[config.mk]
export PLATFORM = sky130hd
export DESIGN_NAME = event_frame_stream_decoder_top
export DESIGN_NICKNAME = d
export VERILOG_FILES = /design/src/sv/efsd_pkg.sv /design/src/sv/efsd_tsdiv.sv /design/src/sv/efsd_core.sv /design/src/sv/efsd_outq.sv /design/src/sv/event_frame_stream_decoder_top.sv
export SDC_FILE = /design/constraint.sdc
export NUM_CORES = 2
export LEC_CHECK = 0
export ABC_AREA = 1
export BUFFER_PORTS_ARGS = -buffer_cell sky130_fd_sc_hd__buf_4
export CAP_MARGIN = 20
export CORE_ASPECT_RATIO = 0.75
export CORE_UTILIZATION = 27
export DETAILED_ROUTE_END_ITERATION = 8
export MAX_ROUTING_LAYER = met4
export SYNTH_ARGS = -nofsm -noshare
export SYNTH_HDL_FRONTEND = slang
export SYNTH_SLANG_ARGS = --single-unit
[constraint.sdc]
create_clock -name clk -period 10.84 [get_ports clk]
set_input_delay 2.168 -clock clk [delete_from_list [all_inputs] [get_ports clk]]
set_output_delay 2.168 -clock clk [all_outputs]
set_load 0.01 [all_outputs]
[src/sv/efsd_pkg.sv]
// Shared types, codes and constants of the event frame stream decoder.
`default_nettype none

package efsd_pkg;

	// Size limits and configuration port
	localparam int MAX_DIM_DEF = 4096;
	localparam int CFG_W = 13;
	localparam int CFG_IDX_W = 4;
	localparam int POS_W = 12;

	localparam logic [CFG_W-1:0] ROW_COUNT_RST = 13'd1224;
	localparam logic [CFG_W-1:0] COL_COUNT_RST = 13'd1632;

	localparam logic [CFG_IDX_W-1:0] REG_ROW_COUNT = 4'd0;
	localparam logic [CFG_IDX_W-1:0] REG_COL_COUNT = 4'd1;

	// Result kinds and error codes
	localparam logic [1:0] KIND_PIXELS = 2'd0;
	localparam logic [1:0] KIND_FRAME_START = 2'd1;
	localparam logic [1:0] KIND_FRAME_END = 2'd2;
	localparam logic [1:0] KIND_ERROR = 2'd3;

	localparam logic [1:0] ERR_ROW = 2'd0;
	localparam logic [1:0] ERR_COL = 2'd1;
	localparam logic [1:0] ERR_EOS = 2'd2;

	// Stream bytes
	localparam logic [7:0] SYNC_BYTE = 8'hF0;
	localparam logic [7:0] SYNC_LAST = 8'hFD;
	localparam logic [7:0] FILL_BYTE = 8'hFF;

	// Block alignment and header layout
	localparam logic [2:0] ALIGN_LAST = 3'd7;
	localparam logic [4:0] HDR_FIRST = 5'd8;
	localparam logic [4:0] HDR_TRIG_LAST = 5'd15;
	localparam logic [4:0] HDR_GAP_FIRST = 5'd20;
	localparam logic [4:0] HDR_GAP_LAST = 5'd23;
	localparam logic [4:0] HDR_LAST = 5'd31;

	// Body window
	localparam int WIN_BYTES = 8;
	localparam logic [3:0] WIN_FULL = 4'd8;
	localparam logic [3:0] GROUP_BYTES = 4'd5;

	// gap / 1000 as multiply by ceil(2^38 / 1000) and shift by 38
	localparam int GAP_W = 32;
	localparam int MAGIC_W = 29;
	localparam logic [MAGIC_W-1:0] DIV_MAGIC = 29'h10624DD3;
	localparam int DIV_SHIFT = 38;
	localparam int PROD_W = GAP_W + MAGIC_W;
	localparam int QUOT_W = PROD_W - DIV_SHIFT;

	typedef enum logic [2:0] {
		PH_SEARCH,
		PH_HEADER,
		PH_BODY,
		PH_SKIP,
		PH_DROP
	} phase_t;

	typedef struct packed {
		logic [1:0] kind;
		logic [POS_W-1:0] row;
		logic [POS_W-1:0] col;
		logic [31:0] pixels;
		logic [63:0] timestamp;
		logic [1:0] error_code;
	} res_t;

	typedef struct packed {
		logic [63:0] trigger;
		logic [GAP_W-1:0] gap;
	} ts_src_t;

endpackage

`default_nettype wire

[src/sv/efsd_tsdiv.sv]
// Frame start timestamp: trigger time plus gap divided by 1000, two register stages.
`default_nettype none

module efsd_tsdiv (
	input wire logic clk,
	input wire efsd_pkg::ts_src_t ts_src,
	output logic [63:0] ts
);

	logic [efsd_pkg::PROD_W-1:0] prod_s1;
	logic [63:0] ts_s2;

	always_ff @(posedge clk) begin
		prod_s1 <= ts_src.gap * efsd_pkg::DIV_MAGIC;
		ts_s2 <= ts_src.trigger
			+ 64'(prod_s1[efsd_pkg::PROD_W-1:efsd_pkg::DIV_SHIFT]);
	end

	assign ts = ts_s2;

endmodule

`default_nettype wire

[src/sv/efsd_core.sv]
// Input register, header search, header capture and body group decoding.
`default_nettype none

module efsd_core #(
	parameter int MAX_DIM = efsd_pkg::MAX_DIM_DEF
) (
	input wire logic clk,
	input wire logic arst_n,
	input wire logic in_valid,
	output logic in_stall,
	input wire logic [7:0] data_byte,
	input wire logic end_of_stream,
	input wire logic [efsd_pkg::CFG_W-1:0] row_count,
	input wire logic [efsd_pkg::CFG_W-1:0] col_count,
	input wire logic q_full,
	input wire logic [63:0] ts,
	output efsd_pkg::ts_src_t ts_src,
	output logic push,
	output efsd_pkg::res_t res
);

	localparam int IDX_RAW = $clog2(MAX_DIM);
	localparam int IDX_W = (IDX_RAW < efsd_pkg::CFG_W) ? IDX_RAW : efsd_pkg::CFG_W;
	localparam int SUM_W = ((IDX_W > efsd_pkg::POS_W) ? IDX_W : efsd_pkg::POS_W) + 1;
	localparam int LIM_RAW = $clog2(MAX_DIM + 1);
	localparam int CMP_W = (SUM_W > LIM_RAW) ? SUM_W : LIM_RAW;

	// input register
	logic s1_v_q;
	logic [7:0] byte_s1;
	logic eos_s1;
	logic proc;

	// decoder state
	efsd_pkg::phase_t phase_q, phase_nx, phase_d;
	logic [2:0] align_q, align_d;
	logic match_q, match_d;
	logic [4:0] hdr_off_q, hdr_off_d;
	logic [63:0] win_q, win_d;
	logic [3:0] fill_q, fill_d;
	logic [IDX_W-1:0] row_idx_q, row_d, col_idx_q, col_d;
	logic [63:0] trig_q;
	logic [31:0] gap_q;

	// datapath
	logic blk_hit, hdr_done;
	logic [63:0] win_new;
	logic [3:0] fill_new;
	logic [efsd_pkg::WIN_BYTES-1:0] lane_ff, lane_en;
	logic allff, frame_end, grp_go, is_row;
	logic [7:0] head;
	logic [SUM_W-1:0] row_sum, col_sum, row_ext;
	logic [CMP_W-1:0] row_lim, col_lim;
	logic row_ovf, col_ovf, grp_err;
	logic push_raw;
	efsd_pkg::res_t res_d;

	assign proc = s1_v_q && !q_full;
	assign in_stall = s1_v_q && q_full;

	always_ff @(posedge clk or negedge arst_n) begin
		if (!arst_n) begin
			s1_v_q <= 1'b0;
		end else if (in_valid && !in_stall) begin
			s1_v_q <= 1'b1;
		end else if (proc) begin
			s1_v_q <= 1'b0;
		end
	end

	always_ff @(posedge clk) begin
		if (in_valid && !in_stall) begin
			byte_s1 <= data_byte;
			eos_s1 <= end_of_stream;
		end
	end

	// search and header decode
	assign blk_hit = (align_q == efsd_pkg::ALIGN_LAST) && match_q
		&& (byte_s1 == efsd_pkg::SYNC_LAST);
	assign hdr_done = (hdr_off_q == efsd_pkg::HDR_LAST);

	// body window: place the byte at the fill position, then look for groups
	always_comb begin
		win_new = win_q | ({56'd0, byte_s1} << {fill_q[2:0], 3'b000});
		fill_new = fill_q + 4'd1;
		for (int i = 0; i < efsd_pkg::WIN_BYTES; i++) begin
			lane_ff[i] = (win_new[8*i +: 8] == efsd_pkg::FILL_BYTE);
			lane_en[i] = (4'(i) < fill_new);
		end
		allff = &(lane_ff | ~lane_en);
		frame_end = allff && (fill_new == efsd_pkg::WIN_FULL);
		grp_go = !allff && (fill_new >= efsd_pkg::GROUP_BYTES);
		head = win_new[7:0];
		is_row = (head == efsd_pkg::FILL_BYTE);
		row_sum = SUM_W'(row_idx_q) + SUM_W'(win_new[15:8]);
		col_sum = SUM_W'(col_idx_q) + SUM_W'({head, 4'b0000});
		row_ext = SUM_W'(row_idx_q);
		row_lim = (CMP_W'(row_count) > CMP_W'(MAX_DIM)) ? CMP_W'(MAX_DIM)
			: CMP_W'(row_count);
		col_lim = (CMP_W'(col_count) > CMP_W'(MAX_DIM)) ? CMP_W'(MAX_DIM)
			: CMP_W'(col_count);
		row_ovf = (CMP_W'(row_sum) >= row_lim);
		col_ovf = (CMP_W'(col_sum) >= col_lim);
		grp_err = grp_go && (is_row ? row_ovf : col_ovf);
	end

	// next phase
	always_comb begin
		phase_nx = phase_q;
		unique case (phase_q)
			efsd_pkg::PH_SEARCH: if (blk_hit) phase_nx = efsd_pkg::PH_HEADER;
			efsd_pkg::PH_HEADER: if (hdr_done) phase_nx = efsd_pkg::PH_BODY;
			efsd_pkg::PH_BODY: begin
				if (frame_end) begin
					phase_nx = efsd_pkg::PH_SKIP;
				end else if (grp_err) begin
					phase_nx = efsd_pkg::PH_DROP;
				end
			end
			efsd_pkg::PH_SKIP: begin
				if (byte_s1 != efsd_pkg::FILL_BYTE) phase_nx = efsd_pkg::PH_SEARCH;
			end
			efsd_pkg::PH_DROP: phase_nx = efsd_pkg::PH_DROP;
			default: phase_nx = efsd_pkg::PH_SEARCH;
		endcase
		phase_d = eos_s1 ? efsd_pkg::PH_SEARCH : phase_nx;
	end

	// results and state updates
	always_comb begin
		align_d = align_q;
		match_d = match_q;
		hdr_off_d = hdr_off_q;
		win_d = win_q;
		fill_d = fill_q;
		row_d = row_idx_q;
		col_d = col_idx_q;
		push_raw = 1'b0;
		res_d = '0;
		unique case (phase_q)
			efsd_pkg::PH_SEARCH: begin
				align_d = align_q + 3'd1;
				match_d = (align_q == efsd_pkg::ALIGN_LAST) ? 1'b1
					: (match_q && (byte_s1 == efsd_pkg::SYNC_BYTE));
				if (blk_hit) hdr_off_d = efsd_pkg::HDR_FIRST;
			end
			efsd_pkg::PH_HEADER: begin
				if (hdr_done) begin
					push_raw = 1'b1;
					res_d.kind = efsd_pkg::KIND_FRAME_START;
					res_d.timestamp = ts;
					win_d = '0;
					fill_d = '0;
					row_d = '0;
					col_d = '0;
				end else begin
					hdr_off_d = hdr_off_q + 5'd1;
				end
			end
			efsd_pkg::PH_BODY: begin
				if (frame_end) begin
					push_raw = 1'b1;
					res_d.kind = efsd_pkg::KIND_FRAME_END;
					win_d = '0;
					fill_d = '0;
				end else if (grp_go) begin
					win_d = win_new >> 40;
					fill_d = fill_new - efsd_pkg::GROUP_BYTES;
					if (is_row) begin
						if (row_ovf) begin
							push_raw = 1'b1;
							res_d.kind = efsd_pkg::KIND_ERROR;
							res_d.error_code = efsd_pkg::ERR_ROW;
						end else begin
							row_d = row_sum[IDX_W-1:0];
							col_d = '0;
						end
					end else begin
						push_raw = 1'b1;
						if (col_ovf) begin
							res_d.kind = efsd_pkg::KIND_ERROR;
							res_d.error_code = efsd_pkg::ERR_COL;
						end else begin
							col_d = col_sum[IDX_W-1:0];
							res_d.kind = efsd_pkg::KIND_PIXELS;
							res_d.row = row_ext[efsd_pkg::POS_W-1:0];
							res_d.col = col_sum[efsd_pkg::POS_W-1:0];
							res_d.pixels = win_new[39:8];
						end
					end
				end else begin
					win_d = win_new;
					fill_d = fill_new;
				end
			end
			efsd_pkg::PH_SKIP: begin
				if (byte_s1 != efsd_pkg::FILL_BYTE) begin
					align_d = 3'd1;
					match_d = (byte_s1 == efsd_pkg::SYNC_BYTE);
				end
			end
			efsd_pkg::PH_DROP: begin
				align_d = align_q;
			end
			default: begin
				align_d = '0;
				match_d = 1'b1;
			end
		endcase
		if (eos_s1) begin
			// stream ended inside a frame: report it unless an overflow already did
			if ((phase_nx == efsd_pkg::PH_HEADER || phase_nx == efsd_pkg::PH_BODY)
				&& !(push_raw && res_d.kind == efsd_pkg::KIND_ERROR)) begin
				push_raw = 1'b1;
				res_d = '0;
				res_d.kind = efsd_pkg::KIND_ERROR;
				res_d.error_code = efsd_pkg::ERR_EOS;
			end
			align_d = '0;
			match_d = 1'b1;
			win_d = '0;
			fill_d = '0;
		end
	end

	always_ff @(posedge clk or negedge arst_n) begin
		if (!arst_n) begin
			phase_q <= efsd_pkg::PH_SEARCH;
			align_q <= '0;
			match_q <= 1'b1;
			hdr_off_q <= '0;
			win_q <= '0;
			fill_q <= '0;
			row_idx_q <= '0;
			col_idx_q <= '0;
		end else if (proc) begin
			phase_q <= phase_d;
			align_q <= align_d;
			match_q <= match_d;
			hdr_off_q <= hdr_off_d;
			win_q <= win_d;
			fill_q <= fill_d;
			row_idx_q <= row_d;
			col_idx_q <= col_d;
		end
	end

	// trigger and gap bytes, little endian
	always_ff @(posedge clk) begin
		if (proc && phase_q == efsd_pkg::PH_HEADER) begin
			if (hdr_off_q >= efsd_pkg::HDR_FIRST && hdr_off_q <= efsd_pkg::HDR_TRIG_LAST) begin
				trig_q[8*(hdr_off_q[2:0]) +: 8] <= byte_s1;
			end
			if (hdr_off_q >= efsd_pkg::HDR_GAP_FIRST && hdr_off_q <= efsd_pkg::HDR_GAP_LAST) begin
				gap_q[8*(hdr_off_q[1:0]) +: 8] <= byte_s1;
			end
		end
	end

	assign ts_src.trigger = trig_q;
	assign ts_src.gap = gap_q;
	assign push = proc && push_raw;
	assign res = res_d;

endmodule

`default_nettype wire

[src/sv/efsd_outq.sv]
// Two-entry result queue: output register plus skid register.
`default_nettype none

module efsd_outq (
	input wire logic clk,
	input wire logic arst_n,
	input wire logic push,
	input wire efsd_pkg::res_t res,
	input wire logic out_stall,
	output logic out_valid,
	output efsd_pkg::res_t out_res,
	output logic full
);

	logic out_v_q, skid_v_q;
	efsd_pkg::res_t out_q, skid_q;
	logic pop;

	assign pop = out_v_q && !out_stall;

	always_ff @(posedge clk or negedge arst_n) begin
		if (!arst_n) begin
			out_v_q <= 1'b0;
			skid_v_q <= 1'b0;
		end else if (pop) begin
			if (skid_v_q) begin
				skid_v_q <= 1'b0;
			end else begin
				out_v_q <= push;
			end
		end else if (push) begin
			if (out_v_q) begin
				skid_v_q <= 1'b1;
			end else begin
				out_v_q <= 1'b1;
			end
		end
	end

	always_ff @(posedge clk) begin
		if (pop) begin
			if (skid_v_q) begin
				out_q <= skid_q;
			end else if (push) begin
				out_q <= res;
			end
		end else if (push) begin
			if (out_v_q) begin
				skid_q <= res;
			end else begin
				out_q <= res;
			end
		end
	end

	assign out_valid = out_v_q;
	assign out_res = out_q;
	assign full = skid_v_q;

endmodule

`default_nettype wire

[src/sv/event_frame_stream_decoder_top.sv]
// Top level of the event frame stream decoder: config registers, decoder, timestamp, result queue.
// Throughput: one stream byte per cycle while in_stall is low; a result, when a byte causes one,
// is registered in the input register, then in the output or skid register.
// The 32-byte header hides the two-stage gap/1000 multiply and timestamp add.
// Input stalls only when both the output register and the skid register hold results.
// Reset (arst_n low, asynchronous): searching for a header, no results held,
// row_count = 1224, col_count = 1632.
`default_nettype none

module event_frame_stream_decoder_top #(
	parameter int MAX_DIM = efsd_pkg::MAX_DIM_DEF
) (
	input wire logic clk,
	input wire logic arst_n,
	// byte stream
	input wire logic in_valid,
	output logic in_stall,
	input wire logic [7:0] data_byte,
	input wire logic end_of_stream,
	// results
	output logic out_valid,
	input wire logic out_stall,
	output logic [1:0] kind,
	output logic [11:0] row,
	output logic [11:0] col,
	output logic [31:0] pixels,
	output logic [63:0] timestamp,
	output logic [1:0] error_code,
	// configuration writes
	input wire logic cfg_valid,
	output logic cfg_ready,
	input wire logic [efsd_pkg::CFG_IDX_W-1:0] cfg_index,
	input wire logic [efsd_pkg::CFG_W-1:0] cfg_data
);

	logic [efsd_pkg::CFG_W-1:0] row_count_q, col_count_q;
	efsd_pkg::ts_src_t ts_src;
	logic [63:0] ts;
	logic push, q_full;
	efsd_pkg::res_t res, out_res;

	// Config writes are always taken; unknown indexes are dropped.
	assign cfg_ready = 1'b1;

	always_ff @(posedge clk or negedge arst_n) begin
		if (!arst_n) begin
			row_count_q <= efsd_pkg::ROW_COUNT_RST;
			col_count_q <= efsd_pkg::COL_COUNT_RST;
		end else if (cfg_valid && cfg_ready) begin
			unique case (cfg_index)
				efsd_pkg::REG_ROW_COUNT: row_count_q <= cfg_data;
				efsd_pkg::REG_COL_COUNT: col_count_q <= cfg_data;
				default: row_count_q <= row_count_q;
			endcase
		end
	end

	// Decoder: registers each byte, then runs search, header and body logic on it.
	efsd_core #(
		.MAX_DIM(MAX_DIM)
	) u_core (
		.clk(clk),
		.arst_n(arst_n),
		.in_valid(in_valid),
		.in_stall(in_stall),
		.data_byte(data_byte),
		.end_of_stream(end_of_stream),
		.row_count(row_count_q),
		.col_count(col_count_q),
		.q_full(q_full),
		.ts(ts),
		.ts_src(ts_src),
		.push(push),
		.res(res)
	);

	// Timestamp runs free; it settles well before the last header byte arrives.
	efsd_tsdiv u_tsdiv (
		.clk(clk),
		.ts_src(ts_src),
		.ts(ts)
	);

	// Hold results here so the decoder keeps taking bytes while one waits.
	efsd_outq u_outq (
		.clk(clk),
		.arst_n(arst_n),
		.push(push),
		.res(res),
		.out_stall(out_stall),
		.out_valid(out_valid),
		.out_res(out_res),
		.full(q_full)
	);

	assign kind = out_res.kind;
	assign row = out_res.row;
	assign col = out_res.col;
	assign pixels = out_res.pixels;
	assign timestamp = out_res.timestamp;
	assign error_code = out_res.error_code;

	// Input stalls only while the result queue holds two items.
	a_stall_needs_result: assert property (@(posedge clk) disable iff (!arst_n)
		in_stall |-> out_valid)
		else $error("input stalled with no result waiting");

	a_error_code_range: assert property (@(posedge clk) disable iff (!arst_n)
		(out_valid && kind == efsd_pkg::KIND_ERROR) |-> (error_code != 2'd3))
		else $error("undefined error code");

	a_ts_only_on_start: assert property (@(posedge clk) disable iff (!arst_n)
		(out_valid && kind != efsd_pkg::KIND_FRAME_START) |-> (timestamp == 64'd0))
		else $error("timestamp on a result that is not a frame start");

	a_pixels_only_on_group: assert property (@(posedge clk) disable iff (!arst_n)
		(out_valid && kind != efsd_pkg::KIND_PIXELS) |-> (pixels == 32'd0 && row == 12'd0))
		else $error("pixel payload on a result that is not a pixel group");

endmodule

`default_nettype wire

## Yosys cells after proc, flatten, opt, wreduce, memory -nomap -nowiden

Index checks and enable logic that the tools add are counted.

| word-level totals | value |
|---|---|
| flip-flop bits (word level) | 611 |
| output and inout bits | 127 |

| operators by class | value |
|---|---|
| $add $sub $neg | 9 |
| $mul | 1 |
| order comparisons | 17 |
| eq/ne operators | 36 |
| shifts and indexed selects | 5 |
| muxes and demuxes | 85 |
| bitwise logic cells | 4 |
| reduce and logical (&&, ||, !) cells | 46 |

Operators with widths:

| cell | count |
|---|---|
| 124-bit 2-to-1 mux | 7 |
| 64-bit 2-to-1 mux | 6 |
| 56-bit 2-to-1 mux | 4 |
| 64-bit case mux with 2 select lines | 1 |
| 12-bit 2-to-1 mux | 10 |
| 8-bit equality test (second input constant) | 10 |
| 64-bit by 23-bit adder with 64-bit output | 1 |
| 64-bit bitwise mux | 1 |
| 64-bit OR | 1 |
| 8-bit by 34-bit variable shift with 64-bit output (first input constant) | 1 |
| 8-bit by 34-bit variable part select with 64-bit output | 1 |
| 8-bit by 6-bit << shifter with 64-bit output | 1 |
| 32-bit by 29-bit multiplier with 61-bit output (second input constant) | 1 |
| 58-bit 2-to-1 mux | 1 |
| 12-bit case mux with 2 select lines | 2 |
| 5-bit negator with 34-bit output | 1 |
| 6-bit negator with 34-bit output | 1 |
| 8-bit by 34-bit variable shift with 32-bit output (first input constant) | 1 |
| 8-bit by 34-bit variable part select with 32-bit output | 1 |
| 32-bit bitwise mux | 1 |
| 13-bit greater-or-equal comparator | 2 |
| 13-bit greater-than comparator (second input constant) | 2 |
| 13-bit 2-to-1 mux | 2 |
| 3-bit 2-to-1 mux | 8 |
| other kinds (54) | 136 |

## Longest topological paths before layout

| depth | value |
|---|---|
| word-level depth | 20 |
| mapped depth | 38 |
| mapped depth without buffers | 36 |

## Modules after synthesis

A second synthesis with hierarchy kept.

| second synthesis, totals | value |
|---|---|
| cells, all modules | 5,341 |
| area total of the unflattened synthesis | 44,786.7 um^2 |

Modules (own cells, without submodules):

| module | times used | cells each | area an instance (um^2) |
|---|---|---|---|
| efsd_tsdiv | 1 | 2,966 | 21,799.7 |
| efsd_core | 1 | 1,563 | 12,315.6 |
| efsd_outq | 1 | 692 | 9,539.1 |
| event_frame_stream_decoder_top | 1 | 120 | 1,132.3 |

## Worst setup path after synthesis

Ideal clock, no wire load.

| timing | value |
|---|---|
| kind | register to register |
| start point | register u_core.fill_q[2] |
| end point | register u_outq.out_q, in the netlist u_outq.out_res[0] (enable) |
| arrival time | 9,769 ps |
| data required time | 10,199 ps |
| setup slack | 429 ps |
| cell stages (with the launch flop) | 35 |
| buffers on the path | 2 |
| clock period less this slack | 10,411 ps |
| cell sequence | dfrtp_1 > buf_4 > inv_4 > buf_2 > nand3_1 > nand2_1 > ha_1 > fa_1 > nand3_1 > nand2_1 > a21oi_1 > o21ai_0 > a21oi_1 > o21ai_0 > nand4_1 > nand2_1 > inv_1 > ha_1 > nand2_1 > inv_1 > o21ai_0 > nand2_1 > a21oi_1 > nand3_1 > nor2_1 > nor2_1 > nand3_1 > nand2_1 > nand2_1 > nand2_1 > nand2_1 > nand2_2 > nand2_1 > nand2_1 > a21oi_1 |

| on the way | value |
|---|---|
| cells in the longest elaborated chain, start to end | 19 |
| elaborated cells between the ends (all ways) | 60 |

RTL lines:

| item | line | RTL |
|---|---|---|
| from (decl) | efsd_core.sv:40 | `logic [3:0] fill_q, fill_d;` |
| from (signal assigned) | efsd_core.sv:243 | `fill_q <= fill_d;` |
| branches (longest 15 deep; another with 12-bit by 12-bit adder with 13-bit output) | -- |  |
| 1-bit 2-to-1 mux * | efsd_core.sv:211 | `if (eos_s1) begin` |
| 1-bit logical AND * | efsd_core.sv:263 | `assign push = proc && push_raw;` |
| 2-bit nonzero test (no source line) | -- |  |
| 3-bit AND reduction (no source line) * | -- |  |
| to (signal assigned) | efsd_outq.sv:43 | `out_q <= skid_q;` |
| to (signal assigned) | efsd_outq.sv:45 | `out_q <= res;` |
| to (signal assigned) | efsd_outq.sv:51 | `out_q <= res;` |
| to (decl) | efsd_outq.sv:16 | `efsd_pkg::res_t out_q, skid_q;` |

Mark *: on every way between the ends.
A chain may end at the register's enable or synchronous reset.

## Worst setup path in the final report

| timing | value |
|---|---|
| start point | register u_core.fill_q[1] |
| end point | register u_outq.skid_q[22] (netlist bit) (enable) |

| on the way | value |
|---|---|
| cells in the longest elaborated chain, start to end | 18 |
| elaborated cells between the ends (all ways) | 58 |

RTL lines:

| item | line | RTL |
|---|---|---|
| branches (longest 15 deep; another with 12-bit by 12-bit adder with 13-bit output) | -- |  |
| 1-bit 2-to-1 mux * | efsd_core.sv:211 |  |
| 1-bit logical AND * | efsd_core.sv:263 |  |
| 3-bit AND reduction (no source line) * | -- |  |
| to (signal assigned) | efsd_outq.sv:49 | `skid_q <= res;` |
| to (decl) | efsd_outq.sv:16 |  |

Marks and branches as above.

==> impl_metrics.csv <==
group,metric,value,unit
global_route,global_route.overflow_total,0,
critical_path,end_kind,"flip-flop",
pwr,p_sw,0.001083,W
layout,drive_gt1_share,7.508,%
detailed_routing,firstDrtPassIters,8,
critical_path,cpPeakStageDelay,0.85,ns
global_route,grt_first_pass_wirelength,179600,µm
status,outcome,"finished with violations",
global_route,grt_max_degree,103,
floorplan,num_io_pins,158,
floorplan,initial_core_util,27.20,%
pwr,powerDensity,97.02,nW/µm²
global_route,grt_util_all_layers,15.50,%
placed_design,dp_slack,3.634,ns
sta,finClkSkew,0.06963,ns
sta,rsz0062_at_grt,"no",
clocking,cts.htree.levels,2,
pwr,p_leak,22.37,nW
clocking,cts.clk_slew.worst_paths,0.06,ns
clocking,cts_made_buffers,58,
clocking,cts-root-buf,"clkbuf_16",
detailed_routing,drcViolationCount,2,
floorplan,die_y,341.3,µm
floorplan,die_x,454.4,µm
pwr,ir_worst_vdd,0.1283,mV
sta,hold_viol,0,
logic_synthesis,synthFlopType,"edfxtp_1",
placed_design,io_buffers,156,
clocking,cts.repair.resized,0,
pwr,seqPwrFrac,51.0,%
detailed_routing,num_vias,30165,
global_route,antenna_found_initial,1,
critical_path,critPathBufInv,4,
critical_path,worstSetupStartpointType,"flip-flop",
logic_synthesis,synthCells,4449,
pwr,p_int,0.003455,W
detailed_routing,drtIter0Drc,2845,
critical_path,required,11.14,ns
detailed_routing,wl,117600,µm
clocking,post_cts.repair.setup_buffers,0,
min_path,hold_class,"flip-flop to flip-flop",
placed_design,placedCellCount,6538,
sta,relSlewSlack,28.45,%
status,violations,"DRC",
logic_synthesis,ys_types,68,
logic_synthesis,ys_async_sr_fraction,22.91,%
sta,tightest_slew,1.069,ns
critical_path,cp_slowest_cell,"dfrtp_1",
sta,setup_violations,0,
clocking,clk_path_buf_depth,3,
critical_path,arrival,7.66,ns
placed_design,gp_congestion,0.9660,
floorplan,core-area,152400,µm²
floorplan,die_area,155100,µm²
layout,layout_common_cells,"inv_1, nor2_1, nand2_1",
critical_path,crit_type,"flip-flop to flip-flop",
detailed_routing,ant_nets,0,
sta,setup_ws,3.473,ns
critical_path,cp_max_fo,90,
logic_synthesis,netlist_area,41450,µm²
sta,maxSlewViolCount,0,
clocking,hold_buffers,0,
detailed_routing,avgRoutedWirePerCell,17.68,µm
layout,nets,5380,
layout,diodes,0,
layout,final_cell_count_no_fill,6651,
sta,fin_setup_tns,0,ns
layout,final_common_cell,"inv_1",
clocking,cts_tree,"yes",
clocking,clock_sinks,563,
sta,fmax,135.7,MHz
global_route,grt_pass1_vias,29684,
logic_synthesis,avgSynthCellArea,9.316,µm²
job,drv_cap,0,
logic_synthesis,synth_edf_count,347,
logic_synthesis,ys_warn_count,0,
critical_path,cp_top_family,"simple AND/OR/NAND/NOR gates",
layout,nFillCells,15986,
critical_path,cp_common_cell,"nand2_1",
sta,finalCritPeriodShare,67.96,%
pwr,clkPwrFrac,43.8,%
sta,post-route-min-period,7.367,ns
pwr,p_sw_share,23.87,%
logic_synthesis,seq_area_frac_synth,37.16,%
pwr,combPwrFrac,5.3,%
clocking,clk_latency,0.66,ns
layout,final_cell_area,46770,µm²
placed_design,dp_hpwl,93010,µm
floorplan,fp-row-count,124,
logic_synthesis,syn_nets,5244,
placed_design,placed_area,44840,µm²
logic_synthesis,synth-seq-cells,563,
detailed_routing,viasPerCell,4.535,
layout,synthToLayoutAreaGrowth,12.84,%
-- through the flow --
stage	util (%)	power (W)	hold WS [ns]
finish	30.70	0.004538	0.4538
global route	30.70	0.004700	0.4978
CTS	30.68	0.004583	0.4626
detailed placement	29.43	0.002594	0.4447
global placement	29.43	0.002589	0.4443
floorplan	-	0.002500	0.4200
-- kinds of logic after synthesis --
group | synth area share, %
AND/OR/NAND/NOR | 14.51
buffers and inverters | 10.14
adder cells (fa/ha/maj) | 28.52
flip-flops | 37.16
AO/OA/AOI/OAI | 7.547
XOR/XNOR | 2.110
other | 0.01812
-- layer usage --
layer	vias up	GRT usage, %	routed length [µm]
met4	0	2.736	1816
met5	-	-	0
met3	113	3.579	9739
met1	14588	23.03	58280
met2	888	21.28	47790
li1	14576	-	-
-- registers in the layout, indices dropped and copies added, names as in the netlist, 3 cells and up --
name and count:
u_outq.out_res 121, u_outq.skid_q 121, u_core.trig_q 64, u_core.win_q 64
u_tsdiv.ts 64, u_core.gap_q 32, u_tsdiv.prod_s1 23, col_count_q 13
row_count_q 13, u_core.row_idx_q 12, u_core.byte_s1 8, u_core.col_idx_q 8
u_core.hdr_off_q 5, u_core.fill_q 4, u_core.align_q 3, u_core.phase_q 3
-- final timing paths --
path | startpoint | to | slack [ns] | cells past startpoint
max in group asynchronous | arst_n | u_core.win_q[43] | 7.77 | 2
worst max-delay path | u_core.fill_q[1] | u_outq.skid_q[22] | 3.47 | 32
worst min register to register | u_tsdiv.prod_s1[38] | u_tsdiv.ts[0] | 0.45 | 1
min in group asynchronous | arst_n | u_core.win_q[15] | 1.60 | 1
worst max register to register | u_core.fill_q[1] | u_outq.skid_q[22] | 3.47 | 32
worst min-delay path | u_tsdiv.prod_s1[38] | u_tsdiv.ts[0] | 0.45 | 1
-- synth_stat cells (3+ instances only) --
library cell  instances  area [µm²]
nor3_2               11       110.1
fa_1                301        6026
inv_1               949        3562
clkbuf_1             65       244.0
inv_4                 4       25.02
o21bai_1             21       157.7
buf_4                10       75.07
o21ai_2               5       43.79
o22ai_1              30       187.7
o211ai_1              6       45.04
nor2_1              557        2091
nand3b_1              3       22.52
buf_1                 6       22.52
o31ai_1               4       30.03
o32ai_1               7       61.31
nor3_1               68       340.3
dfrtp_1             120        3003
xnor2_1              26       227.7
nand3_1             185       925.9
a21boi_0              7       52.55
o21ai_0             145       725.7
dfstp_2               9       236.5
inv_2                 5       18.77
nand2_2               3       18.77
nor2_2                6       37.54
dfxtp_1              87        1742
a21oi_4              10       162.7
o21ai_1              21       105.1
ha_1                463        5793
buf_2                22       110.1
nor4_1               21       131.4
buf_6                11       123.9
a21oi_1             204        1021
xor2_1               72       630.6
edfxtp_1            347       10420
a21o_1               21       157.7
a31oi_1              20       125.1
nand2_1             498        1869
nand4_1              53       331.6
a22o_1                8       70.07
o21a_1                4       30.03
-- power by group through the flow --
stage	clock, W	combinational (W)	sequential [W]
global placement	0	0.000233	0.00236
finish	0.00199	0.000239	0.00231
detailed placement	0	0.000237	0.00236
global route	0.00212	0.000268	0.00231
CTS	0.00203	0.000238	0.00231
floorplan	0	0.000157	0.00234
-- layout make-up --
cell class | instances | area [µm²] | share of cell area, %
clock inverter | 29 | 287.8 | 0.6153
timing repair buffer | 191 | 1456 | 3.114
inverter | 960 | 3618 | 7.737
sequential | 563 | 15400 | 32.93
multi-input combinational | 2811 | 21880 | 46.77
tap | 2016 | 2522 | 5.393
clock buffer | 81 | 1609 | 3.440
Power figures use the tool's default switching activity.
